[src/hw/rtl/pol_pkg.sv]
`timescale 1ns / 1ps
// shared types and constants for the positional ordered list
// no dependencies; imported by every other file of the block

package pol_pkg;

  // list geometry
  localparam int unsigned CAPACITY  = 16;
  localparam int unsigned WORD_BITS = 32;

  // field widths fixed by the item format
  localparam int unsigned OP_W  = 3;
  localparam int unsigned POS_W = 5;

  // derived widths
  localparam int unsigned CNT_W = $clog2(CAPACITY + 1);
  localparam int unsigned IDX_W = (CAPACITY > 1) ? $clog2(CAPACITY) : 1;
  localparam int unsigned CMP_W = ((CNT_W > POS_W) ? CNT_W : POS_W) + 1;

  // operation codes
  typedef enum logic [OP_W-1:0] {
    OP_INSERT     = 3'd0,
    OP_REMOVE     = 3'd1,
    OP_READ       = 3'd2,
    OP_CLEAR      = 3'd3,
    OP_PUSH_FRONT = 3'd4,
    OP_PUSH_BACK  = 3'd5,
    OP_POP_FRONT  = 3'd6,
    OP_POP_BACK   = 3'd7
  } pol_op_e;

  // shift command broadcast to every cell
  typedef struct packed {
    logic             ins;  // open a gap at pos, shift upward
    logic             rem;  // close the gap at pos, shift downward
    logic [CMP_W-1:0] pos;
  } pol_cmd_t;

  // decoded control for one item
  typedef struct packed {
    logic             ok;
    logic             ret;     // item returns a stored word
    logic [IDX_W-1:0] rd_idx;
    logic [CNT_W-1:0] cnt;     // count after the item
  } pol_ctl_t;

endpackage

[src/hw/rtl/pol_in_if.sv]
`timescale 1ns / 1ps
// input channel of the positional ordered list: valid/ready plus the item
// depends on pol_pkg

interface pol_in_if
  import pol_pkg::*;
();
  logic                 valid;
  logic                 ready;
  logic [OP_W-1:0]      op;
  logic [POS_W-1:0]     position;
  logic [WORD_BITS-1:0] new_value;

  modport source (output valid, output op, output position, output new_value,
                  input ready);
  modport sink   (input valid, input op, input position, input new_value,
                  output ready);
endinterface

[src/hw/rtl/pol_out_if.sv]
`timescale 1ns / 1ps
// result channel of the positional ordered list: valid/ready plus the item
// depends on pol_pkg

interface pol_out_if
  import pol_pkg::*;
();
  logic                 valid;
  logic                 ready;
  logic                 ok;
  logic [WORD_BITS-1:0] read_value;
  logic [CNT_W-1:0]     count;
  logic                 empty_res;

  modport source (output valid, output ok, output read_value, output count,
                  output empty_res, input ready);
  modport sink   (input valid, input ok, input read_value, input count,
                  input empty_res, output ready);
endinterface

[src/hw/rtl/pol_cell.sv]
`timescale 1ns / 1ps
// one storage cell of the list chain: holds a word, takes a neighbor's word
// depends on pol_pkg

module pol_cell
  import pol_pkg::*;
(
  input  logic                 clk_i,
  input  logic [IDX_W-1:0]     idx_i,
  input  pol_cmd_t             cmd_i,
  input  logic [WORD_BITS-1:0] new_value_i,
  input  logic [WORD_BITS-1:0] lower_i,
  input  logic [WORD_BITS-1:0] upper_i,
  output logic [WORD_BITS-1:0] data_o
);

  logic [WORD_BITS-1:0] data_q, data_d;
  logic [CMP_W-1:0]     idx;

  assign idx = CMP_W'(idx_i);

  // insert: cells above pos take the lower word, pos takes the new word
  // remove: cells at or above pos take the upper word
  always_comb begin
    data_d = data_q;
    if (cmd_i.ins) begin
      if (idx > cmd_i.pos) begin
        data_d = lower_i;
      end else if (idx == cmd_i.pos) begin
        data_d = new_value_i;
      end
    end else if (cmd_i.rem) begin
      if (idx >= cmd_i.pos) begin
        data_d = upper_i;
      end
    end
  end

  always_ff @(posedge clk_i) begin
    data_q <= data_d;
  end

  assign data_o = data_q;

endmodule

[src/hw/rtl/pol_ctrl.sv]
`timescale 1ns / 1ps
// item decode: checks position against count, builds the shift command
// depends on pol_pkg

module pol_ctrl
  import pol_pkg::*;
(
  input  logic [OP_W-1:0]  op_i,
  input  logic [POS_W-1:0] position_i,
  input  logic [CNT_W-1:0] count_i,
  output pol_cmd_t         cmd_o,
  output pol_ctl_t         ctl_o
);

  logic             full;
  logic             nonempty;
  logic [CMP_W-1:0] pos;
  logic [CMP_W-1:0] cnt;
  logic [CMP_W-1:0] last;
  logic [CMP_W-1:0] sel;
  logic             ins;
  logic             rem;
  logic             ok;
  logic             ret;
  logic [CNT_W-1:0] cnt_next;

  assign pos      = CMP_W'(position_i);
  assign cnt      = CMP_W'(count_i);
  assign last     = cnt - CMP_W'(1);
  assign full     = (count_i == CNT_W'(CAPACITY));
  assign nonempty = (count_i != '0);

  // per-operation checks and target position
  always_comb begin
    ok  = 1'b0;
    ret = 1'b0;
    ins = 1'b0;
    rem = 1'b0;
    sel = '0;
    unique case (pol_op_e'(op_i))
      OP_INSERT: begin
        ok  = !full && (pos <= cnt);
        ins = 1'b1;
        sel = pos;
      end
      OP_REMOVE: begin
        ok  = (pos < cnt);
        ret = 1'b1;
        rem = 1'b1;
        sel = pos;
      end
      OP_READ: begin
        ok  = (pos < cnt);
        ret = 1'b1;
        sel = pos;
      end
      OP_CLEAR: begin
        ok = 1'b1;
      end
      OP_PUSH_FRONT: begin
        ok  = !full;
        ins = 1'b1;
      end
      OP_PUSH_BACK: begin
        ok  = !full;
        ins = 1'b1;
        sel = cnt;
      end
      OP_POP_FRONT: begin
        ok  = nonempty;
        ret = 1'b1;
        rem = 1'b1;
      end
      OP_POP_BACK: begin
        ok  = nonempty;
        ret = 1'b1;
        rem = 1'b1;
        sel = last;
      end
      default: begin
        ok = 1'b0;
      end
    endcase
  end

  // count after the item
  always_comb begin
    cnt_next = count_i;
    if (ok) begin
      if (pol_op_e'(op_i) == OP_CLEAR) begin
        cnt_next = '0;
      end else if (ins) begin
        cnt_next = count_i + CNT_W'(1);
      end else if (rem) begin
        cnt_next = count_i - CNT_W'(1);
      end
    end
  end

  assign ctl_o = '{ok: ok, ret: ret, rd_idx: sel[IDX_W-1:0], cnt: cnt_next};
  assign cmd_o = '{ins: ins && ok, rem: rem && ok, pos: sel};

endmodule

[src/hw/rtl/positional_ordered_list_top.sv]
`timescale 1ns / 1ps
// top level of the positional ordered list: control, cell chain, result register
// depends on pol_pkg, pol_in_if, pol_out_if, pol_ctrl and pol_cell
//
// Usage:
//   in_i  carries one operation per item (op, position, new_value).
//   out_o returns one result item per input item (ok, read_value, count,
//   empty_res), in input order.
//   Each list slot is a cell of a chain; an insert shifts every cell above
//   the position up by one, a remove shifts them down by one, all in the
//   cycle the item is accepted. A read selects one cell's word.
//   The result is registered and valid in the cycle after the item is accepted.
//   Throughput: one item per cycle; the single result register sets it,
//   since a new item is taken only when that register is empty or being
//   drained in the same cycle.
//   When the receiver stalls, the result is held and in_i.ready drops
//   until it is taken; the list state does not change meanwhile.
//   Reset empties the list (count 0) and drops the result valid; the
//   stored words are not cleared, as only slots below the count are read.

module positional_ordered_list_top
  import pol_pkg::*;
(
  input  logic  clk_i,
  input  logic  rst_ni,
  pol_in_if.sink    in_i,
  pol_out_if.source out_o
);

  logic [CNT_W-1:0]     count_q;
  logic                 out_valid_q;
  logic                 ok_q;
  logic [WORD_BITS-1:0] read_value_q;
  logic [CNT_W-1:0]     res_count_q;
  logic                 accept;
  pol_cmd_t             cmd;
  pol_cmd_t             cell_cmd;
  pol_ctl_t             ctl;
  logic [WORD_BITS-1:0] cell_data [CAPACITY];
  logic [WORD_BITS-1:0] rd_word;

  // handshake: take an item when the result register is free or draining
  assign in_i.ready = !out_valid_q || out_o.ready;
  assign accept     = in_i.valid && in_i.ready;

  // item decode
  pol_ctrl u_ctrl (
    .op_i       (in_i.op),
    .position_i (in_i.position),
    .count_i    (count_q),
    .cmd_o      (cmd),
    .ctl_o      (ctl)
  );

  // shifts only happen on an accepted item
  always_comb begin
    cell_cmd     = cmd;
    cell_cmd.ins = cmd.ins && accept;
    cell_cmd.rem = cmd.rem && accept;
  end

  // chain of cells, each wired to its lower and upper neighbor
  for (genvar i = 0; i < CAPACITY; i++) begin : g_cell
    logic [WORD_BITS-1:0] lower;
    logic [WORD_BITS-1:0] upper;

    if (i == 0) begin : g_first
      assign lower = cell_data[i];
    end else begin : g_mid_lo
      assign lower = cell_data[i-1];
    end
    if (i == CAPACITY - 1) begin : g_last
      assign upper = cell_data[i];
    end else begin : g_mid_hi
      assign upper = cell_data[i+1];
    end

    pol_cell u_cell (
      .clk_i       (clk_i),
      .idx_i       (IDX_W'(i)),
      .cmd_i       (cell_cmd),
      .new_value_i (in_i.new_value),
      .lower_i     (lower),
      .upper_i     (upper),
      .data_o      (cell_data[i])
    );
  end

  // word returned by read, remove and pop
  assign rd_word = cell_data[ctl.rd_idx];

  // element count
  always_ff @(posedge clk_i or negedge rst_ni) begin
    if (!rst_ni) begin
      count_q <= '0;
    end else if (accept) begin
      count_q <= ctl.cnt;
    end
  end

  // result valid
  always_ff @(posedge clk_i or negedge rst_ni) begin
    if (!rst_ni) begin
      out_valid_q <= 1'b0;
    end else if (accept) begin
      out_valid_q <= 1'b1;
    end else if (out_o.ready) begin
      out_valid_q <= 1'b0;
    end
  end

  // result payload
  always_ff @(posedge clk_i) begin
    if (accept) begin
      ok_q         <= ctl.ok;
      read_value_q <= (ctl.ok && ctl.ret) ? rd_word : '0;
      res_count_q  <= ctl.cnt;
    end
  end

  assign out_o.valid      = out_valid_q;
  assign out_o.ok         = ok_q;
  assign out_o.read_value = read_value_q;
  assign out_o.count      = res_count_q;
  assign out_o.empty_res  = (res_count_q == '0);

endmodule
[src/flat_wrapper.sv]
// flat-port wrapper written by rule: the top's interface ports become plain ports
module positional_ordered_list_top_flat import pol_pkg::*;
  (clk_i, rst_ni, in_i_valid, in_i_op, in_i_position, in_i_new_value, in_i_ready, out_o_valid, out_o_ok, out_o_read_value, out_o_count, out_o_empty_res, out_o_ready);
  pol_in_if in_i_i ();
  pol_out_if out_o_i ();
  input  logic clk_i;
  input  logic rst_ni;
  input wire logic [$bits(in_i_i.valid)-1:0] in_i_valid;
  input wire logic [$bits(in_i_i.op)-1:0] in_i_op;
  input wire logic [$bits(in_i_i.position)-1:0] in_i_position;
  input wire logic [$bits(in_i_i.new_value)-1:0] in_i_new_value;
  output wire logic [$bits(in_i_i.ready)-1:0] in_i_ready;
  output wire logic [$bits(out_o_i.valid)-1:0] out_o_valid;
  output wire logic [$bits(out_o_i.ok)-1:0] out_o_ok;
  output wire logic [$bits(out_o_i.read_value)-1:0] out_o_read_value;
  output wire logic [$bits(out_o_i.count)-1:0] out_o_count;
  output wire logic [$bits(out_o_i.empty_res)-1:0] out_o_empty_res;
  input wire logic [$bits(out_o_i.ready)-1:0] out_o_ready;
  assign in_i_i.valid = in_i_valid;
  assign in_i_i.op = in_i_op;
  assign in_i_i.position = in_i_position;
  assign in_i_i.new_value = in_i_new_value;
  assign in_i_ready = in_i_i.ready;
  assign out_o_valid = out_o_i.valid;
  assign out_o_ok = out_o_i.ok;
  assign out_o_read_value = out_o_i.read_value;
  assign out_o_count = out_o_i.count;
  assign out_o_empty_res = out_o_i.empty_res;
  assign out_o_i.ready = out_o_ready;
  positional_ordered_list_top u_core (.clk_i(clk_i), .rst_ni(rst_ni), .in_i(in_i_i), .out_o(out_o_i));
endmodule
[config.mk]
export PLATFORM = sky130hd
export DESIGN_NAME = positional_ordered_list_top_flat
export DESIGN_NICKNAME = d
export VERILOG_FILES = /design/src/hw/rtl/pol_pkg.sv /design/src/hw/rtl/pol_in_if.sv /design/src/hw/rtl/pol_out_if.sv /design/src/hw/rtl/pol_cell.sv /design/src/hw/rtl/pol_ctrl.sv /design/src/hw/rtl/positional_ordered_list_top.sv /design/src/flat_wrapper.sv
export SDC_FILE = /design/constraint.sdc
export NUM_CORES = 1
export LEC_CHECK = 0
export BUFFER_PORTS_ARGS = -buffer_cell sky130_fd_sc_hd__clkbuf_2
export CAP_MARGIN = 25
export CORE_ASPECT_RATIO = 0.8
export CORE_MARGIN = 2
export CORE_UTILIZATION = 50
export DETAILED_ROUTE_END_ITERATION = 7
export PLACE_DENSITY = 0.66
export REMOVE_ABC_BUFFERS = 1
export SLEW_MARGIN = 10
export SYNTH_ARGS = -nofsm -noshare
export SYNTH_HDL_FRONTEND = slang
export SYNTH_SLANG_ARGS = --single-unit
[constraint.sdc]
create_clock -name clk_i -period 7.1 [get_ports clk_i]
set_input_delay 0 -clock clk_i [delete_from_list [all_inputs] [get_ports clk_i]]
set_output_delay 0 -clock clk_i [all_outputs]
set_load 0.05 [all_outputs]
---- Word-level counts from Yosys, hierarchy flattened ----
Index checks and enable logic that the tools add are counted.
storage, ports and cells
  flip-flop bits (word level) ............. 556
  word-level logic and storage cells ...... 244
operators by class
  add/subtract/negate cells ............... 3
  $lt $le $gt $ge ......................... 34
  equality and inequality tests ........... 39
  multiplexer cells ....................... 91
  bitwise operators ....................... 1
  reductions and logical operators ........ 55
operators by type and width
  cell                  count
  $mux W32              79
  $bmux W32 S4          1
  $eq A4 B6 Y1 const A  8
  $gt A4 B6 Y1 const A  8
  $ge A4 B6 Y1 const A  7
  $ne A3 B3 Y1 const B  14
  $reduce_and A3 Y1     14
  $reduce_bool A2 Y1    18
  $eq A3 B6 Y1 const A  4
  $ge A3 B6 Y1 const A  4
  $gt A3 B6 Y1 const A  4
  $mux W5               4
  $pmux W6 S3           1
  $eq A2 B6 Y1 const A  2
  $eq A3 B3 Y1 const B  4
  $ge A1 B6 Y1 const A  2
  $ge A2 B6 Y1 const A  2
  $gt A1 B6 Y1 const A  2
  $gt A2 B6 Y1 const A  2
  $reduce_or A3 Y1      3
  $logic_and A1 B1 Y1   7
  $eq A1 B6 Y1 const A  1
  $eq A3 B2 Y1 const B  2
  $logic_not A6 Y1      1
  21 further kinds      29

---- Logic depth before layout (Yosys ltp) ----
  depth after elaboration ................. 8
  depth in mapped cells ................... 13
  depth with buffers taken out ............ 8

---- Modules after synthesis ----
From an unflattened synthesis, not the netlist that was laid out.
unflattened totals
  cell total of the unflattened synthesis .. 4674
  area, all modules ....................... 44118.6 um^2
modules (own cells, without submodules)
  module                       instances  cells an instance  area each (um^2)
  pol_cell                     16         248                2334.7
  positional_ordered_list_top  1          588                5950.7
  pol_ctrl                     1          118                812.0

---- Worst setup path after synthesis ----
OpenSTA, ideal clock, no wires.
  kind .................................... register to register
  start point ............................. register u_core.out_valid_q, in the netlist u_core.out_o.valid
  end point ............................... register u_core.g_cell[14].u_cell.data_q[0] (enable)
  library setup time ...................... 470 ps
  arrival time ............................ 5495 ps
  required time ........................... 6630 ps
  path slack .............................. 1135 ps
  stages on the path, launching flop included .. 6
  path buffers ............................ 1
  period minus slack after synthesis ...... 5965 ps
  cells stage by stage .................... dfrtp_1 nand2b_1 and2_1 clkbuf_1 o211ai_1 a211oi_1
on the way
  longest elaborated chain between the ends .. 6
  elaborated cells on any way between the ends .. 9
  those cells by class .................... 1 x eq/ne; 8 x reduce/logical
ends and longest elaborated chain
  what                                                                 RTL line                                                              text
  start: declaration                                                   positional_ordered_list_top.sv:31                                     logic out_valid_q;
  start signal: assignment                                             positional_ordered_list_top.sv:104                                    out_valid_q <= 1'b0;
  start signal: assignment                                             positional_ordered_list_top.sv:106                                    out_valid_q <= 1'b1;
  start signal: assignment                                             positional_ordered_list_top.sv:108                                    out_valid_q <= 1'b0;
  $logic_not A1 Y1 (*)                                                 positional_ordered_list_top.sv:43                                     assign in_i.ready = !out_valid_q || out_o.ready;
  $logic_or A1 B1 Y1 (*)                                               positional_ordered_list_top.sv:43
  via in_i_ready                                                       flat_wrapper.sv:12                                                    output wire logic [$bits(in_i_i.ready)-1:0] in_i_ready;
  $logic_and A1 B1 Y1 (*)                                              positional_ordered_list_top.sv:44                                     assign accept = in_i.valid && in_i.ready;
  via u_core.accept                                                    positional_ordered_list_top.sv:35                                     logic accept;
  $logic_and A1 B1 Y1, on equally long branches                        positional_ordered_list_top.sv:58, positional_ordered_list_top.sv:59
  $ne A3 B3 Y1 (no source line) or $reduce_bool A2 Y1 (tied branches)  -
  $reduce_and A3 Y1 (no source line) (*)                               -
  end signal: assignment                                               pol_cell.sv:40                                                        data_q <= data_d;
  end: declaration                                                     pol_cell.sv:17                                                        logic [WORD_BITS-1:0] data_q, data_d;
Mark *: on every way through the listed nets, which the timed path passes. The rest lies on a longest branch.
A chain may end at the register's enable or synchronous reset.

---- Worst setup path after layout ----
  start point ............................. register u_core.count_q[0]
  end point ............................... register u_core.g_cell[10].u_cell.data_q[21] (enable)
on the way
  longest elaborated chain between the ends .. 8
  elaborated cells on any way between the ends .. 20
  those cells by class .................... 1 x add/sub; 4 x order compare; 3 x eq/ne; 2 x mux; 10 x reduce/logical
ends and longest elaborated chain
  what                                                                   RTL line                           text
  start: declaration                                                     positional_ordered_list_top.sv:30  logic [CNT_W-1:0] count_q;
  start signal: assignment                                               positional_ordered_list_top.sv:97  count_q <= ctl.cnt;
  parallel branches: the longest is 7 deep, another holds $sub A5 B1 Y6  -
  $reduce_and A3 Y1 (no source line) (*)                                 -
  end signal: assignment                                                 pol_cell.sv:40
  end: declaration                                                       pol_cell.sv:17
Mark *: on every way between the ends.

==> out/metrics.cfg <==
[run_status]
status=finished, final reports clean

[global_route]
grt_pass1_wl_um=167000
first_global_vias=26597
grt_usage=0.325
grt_max_degree=114
antenna_found_initial=0
gr-total-overflow=0

[timing]
slew_headroom=0.279
fin_skew_ns=0.0274
hold_viol_final=0
fin_crit_sh=0.699
slew_violations=0
rsz0062_at_grt=no
clock.fmax_mhz=201
tightestPinTransition_ns=1.08
setup_viol=0
finalCriticalPeriod_ns=4.96

[power]
p_per_area_nw_per_um2=302
net-switching-power_uw=3950
intPower_uw=6770
leakage_uw=0.0122
pwr-share-clk=0.286
fin_total_pwr_uw=10700
swShare=0.368
combPwrFrac=0.307
irDropWorstVdd_v=0.000208
pwr-share-seq=0.407

[final_layout]
layout.nets=3195
drive_gt1_frac=0.105
final_cells=4041
layout_common_cells=681 x nand2_1, 550 x edfxtp_1, 353 x o211ai_1, 199 x a21oi_1, 193 x mux2i_1
n_antenna_cell=0
area_delta_synth_final_pct=10.2
utilization=0.554
layout_commonest_cell=nand2_1
n_fill_cell=5536

[floorplan]
boundaryPins=85
die_x_um=288
core_area_um2=64000
die_y_um=231
initial_utilization=0.503
die_area_um2=66400
num_rows=83

[yosys]
yosysUniqueCellTypes=71
netlist_area_um2=32200
ys_seq_area_frac=0.518
async_reset_ff_frac=0.0108
yosys_warnings=0
synth-main-ff-cell=edfxtp_1
syn_area_per_cell_um2=9.94
synth_edf_count=550
ys_ff_latch=556
syn_inst=3239

[place]
io_buffers=84
dp_cells=3893
dp_hpwl_um=62200
gp_congestion=0.856

[setup_path]
worstPathRequired_ns=7.40
start_kind=flop
cp-end-kind=flop
r2r_start=u_core.count_q[0]$_DFFE_PN0P_
crit_fanout=53
r2r_slack_ns=2.14
critical_path_class=reg2reg
cp.arrival_ns=5.27
r2r_cells=11
worstReg2RegEnd=u_core.g_cell[10].u_cell.data_o[21]$_DFFE_PP_
startpoint=u_core.count_q[0]$_DFFE_PN0P_

[clock_tree]
tritoncts=done
cts.path.max_buffers=3
cts.clk_slew.worst_paths_ns=0.06
clk_latency_ns=0.63
htreeDepth=2
cts.sinks=556
cts-root-buf=clkbuf_16
cts_buffers=58

[flow_run]
maxCapViolCount=0

[detailed_routing]
via_count=28421
wl_per_cell_um=27.4
wl_um=111000
drt-pass1-iter-count=6
final_antenna_net_count=0
via_per_inst=7.03
initialDrtViolationCount=4888
drc=0

[hold_path]
holdPathStages=3
min_path_type=in2reg
min_from=in_i_op[0]
hold_end=u_core.count_q[1]$_DFFE_PN0P_

final cells by class:
class	count	area, um2	area share
tap	850	1060	0.0300
clock buffer	79	1590	0.0449
timing repair buffer	202	1580	0.0447
multi-input combinational	2316	14300	0.403
inverter	10	37.5	0.00106
clock inverter	28	248	0.00698
sequential	556	16700	0.470
synthesized netlist by cell type (all sizes together) (3+ instances only):
master,instances,area share
a211oi,5,0.0013
a21oi,202,0.032
a221o,128,0.040
a22oi,6,0.0016
a31oi,131,0.025
a41oi,32,0.0087
and2,4,0.00078
buf,138,0.022
clkbuf,219,0.026
dfrtp,6,0.0047
edfxtp,550,0.51
ha,7,0.0027
inv,10,0.0012
mux2,33,0.012
mux2i,193,0.060
nand2,686,0.080
nand2b,8,0.0016
nand3,137,0.021
nand4,32,0.0062
nor2,149,0.017
nor2b,6,0.0012
nor3,10,0.0020
nor3b,3,0.00070
nor4,5,0.0028
o211ai,354,0.083
o21a,3,0.00070
o21ai,139,0.022
or2,7,0.0014
or3,3,0.00058
or3b,3,0.00082
xnor2,5,0.0014
logic make-up (layout without fill, tap and decap cells):
kind of cell             after synthesis  after routing  synth area share
AND/OR/NAND/NOR                     1057           1057             0.138
flip-flops                           556            556             0.518
adder cells (fa/ha/maj)                7              7           0.00272
XOR/XNOR                               7              7           0.00190
buffers and inverters                367            319            0.0483
AO/OA/AOI/OAI                       1019           1019             0.220
multiplexers                         226            226            0.0715
registers in the layout (all words and copies together), names as in the netlist:
register and flops:
u_core.out_o.count 5, u_core.out_o.ok 1, u_core.count_q 5, u_core.g_cell.u_cell.data_o 512, u_core.out_o.valid 1, u_core.out_o.read_value 32
repair_timing:
action	CTS	global route
buffers inserted	0	0
hold buffers	36	0
gates resized for setup	0	0
hold endpoints to repair	229	0
how the worst max path moves through the flow:
stage,to,slack [ns],depth (start not counted)
detailed placement,u_core.g_cell[10].u_cell.data_o[23]$_DFFE_PP_,2.26,11
global route,u_core.g_cell[10].u_cell.data_o[21]$_DFFE_PP_,2.02,11
floorplan,u_core.g_cell[10].u_cell.data_o[31]$_DFFE_PP_,-13.54,6
CTS,u_core.g_cell[10].u_cell.data_o[21]$_DFFE_PP_,2.24,11
finish,u_core.g_cell[10].u_cell.data_o[21]$_DFFE_PP_,2.14,11
global placement,u_core.g_cell[10].u_cell.data_o[23]$_DFFE_PP_,2.34,11
metal layers:
| layer | share of wire | routed length, um | global-route usage |
|---|---|---|---|
| met3 | 0.12 | 12800 | 0.0651 |
| met5 | 0 | 0 | 0 |
| met2 | 0.44 | 49200 | 0.491 |
| met4 | 0.036 | 4030 | 0.120 |
| met1 | 0.40 | 44900 | 0.464 |
stage by stage:
stage | setup TNS (ns) | cell area (um2) | setup WS, ns | hold slack (ns)
after detailed placement | 0 | 33100 | 2.26 | -0.148
after CTS | 0 | 35300 | 2.24 | 0.115
after global placement | 0 | 33100 | 2.34 | -0.158
after floorplan | -8514.39 | 30700 | -13.54 | -0.296
final | 0 | 35500 | 2.14 | 0.165
after global routing | 0 | 35500 | 2.02 | 0.168
power by group through the flow:
stage | Clock (uW) | Sequential, uW | Combinational (uW)
final | 3060 | 4360 | 3290
after global routing | 3230 | 4390 | 3470
after CTS | 3100 | 4350 | 3200
after detailed placement | 0 | 4410 | 3180
after global placement | 0 | 4400 | 3090
after floorplan | 0 | 4470 | 2180
worst max-delay path, cell delays in order (launching register included):
cell and delay [ns]:
dfrtp_1 0.55, inv_1 0.15, ha_1 0.39, nand2_1 0.15
a32oi_4 0.30, buf_4 0.66, nor2_2 0.30, nor4_4 0.36
buf_4 0.42, or2_2 0.19, nor2b_4 0.75, buf_4 0.39
Note: power is estimated with default switching activity, not from simulation.
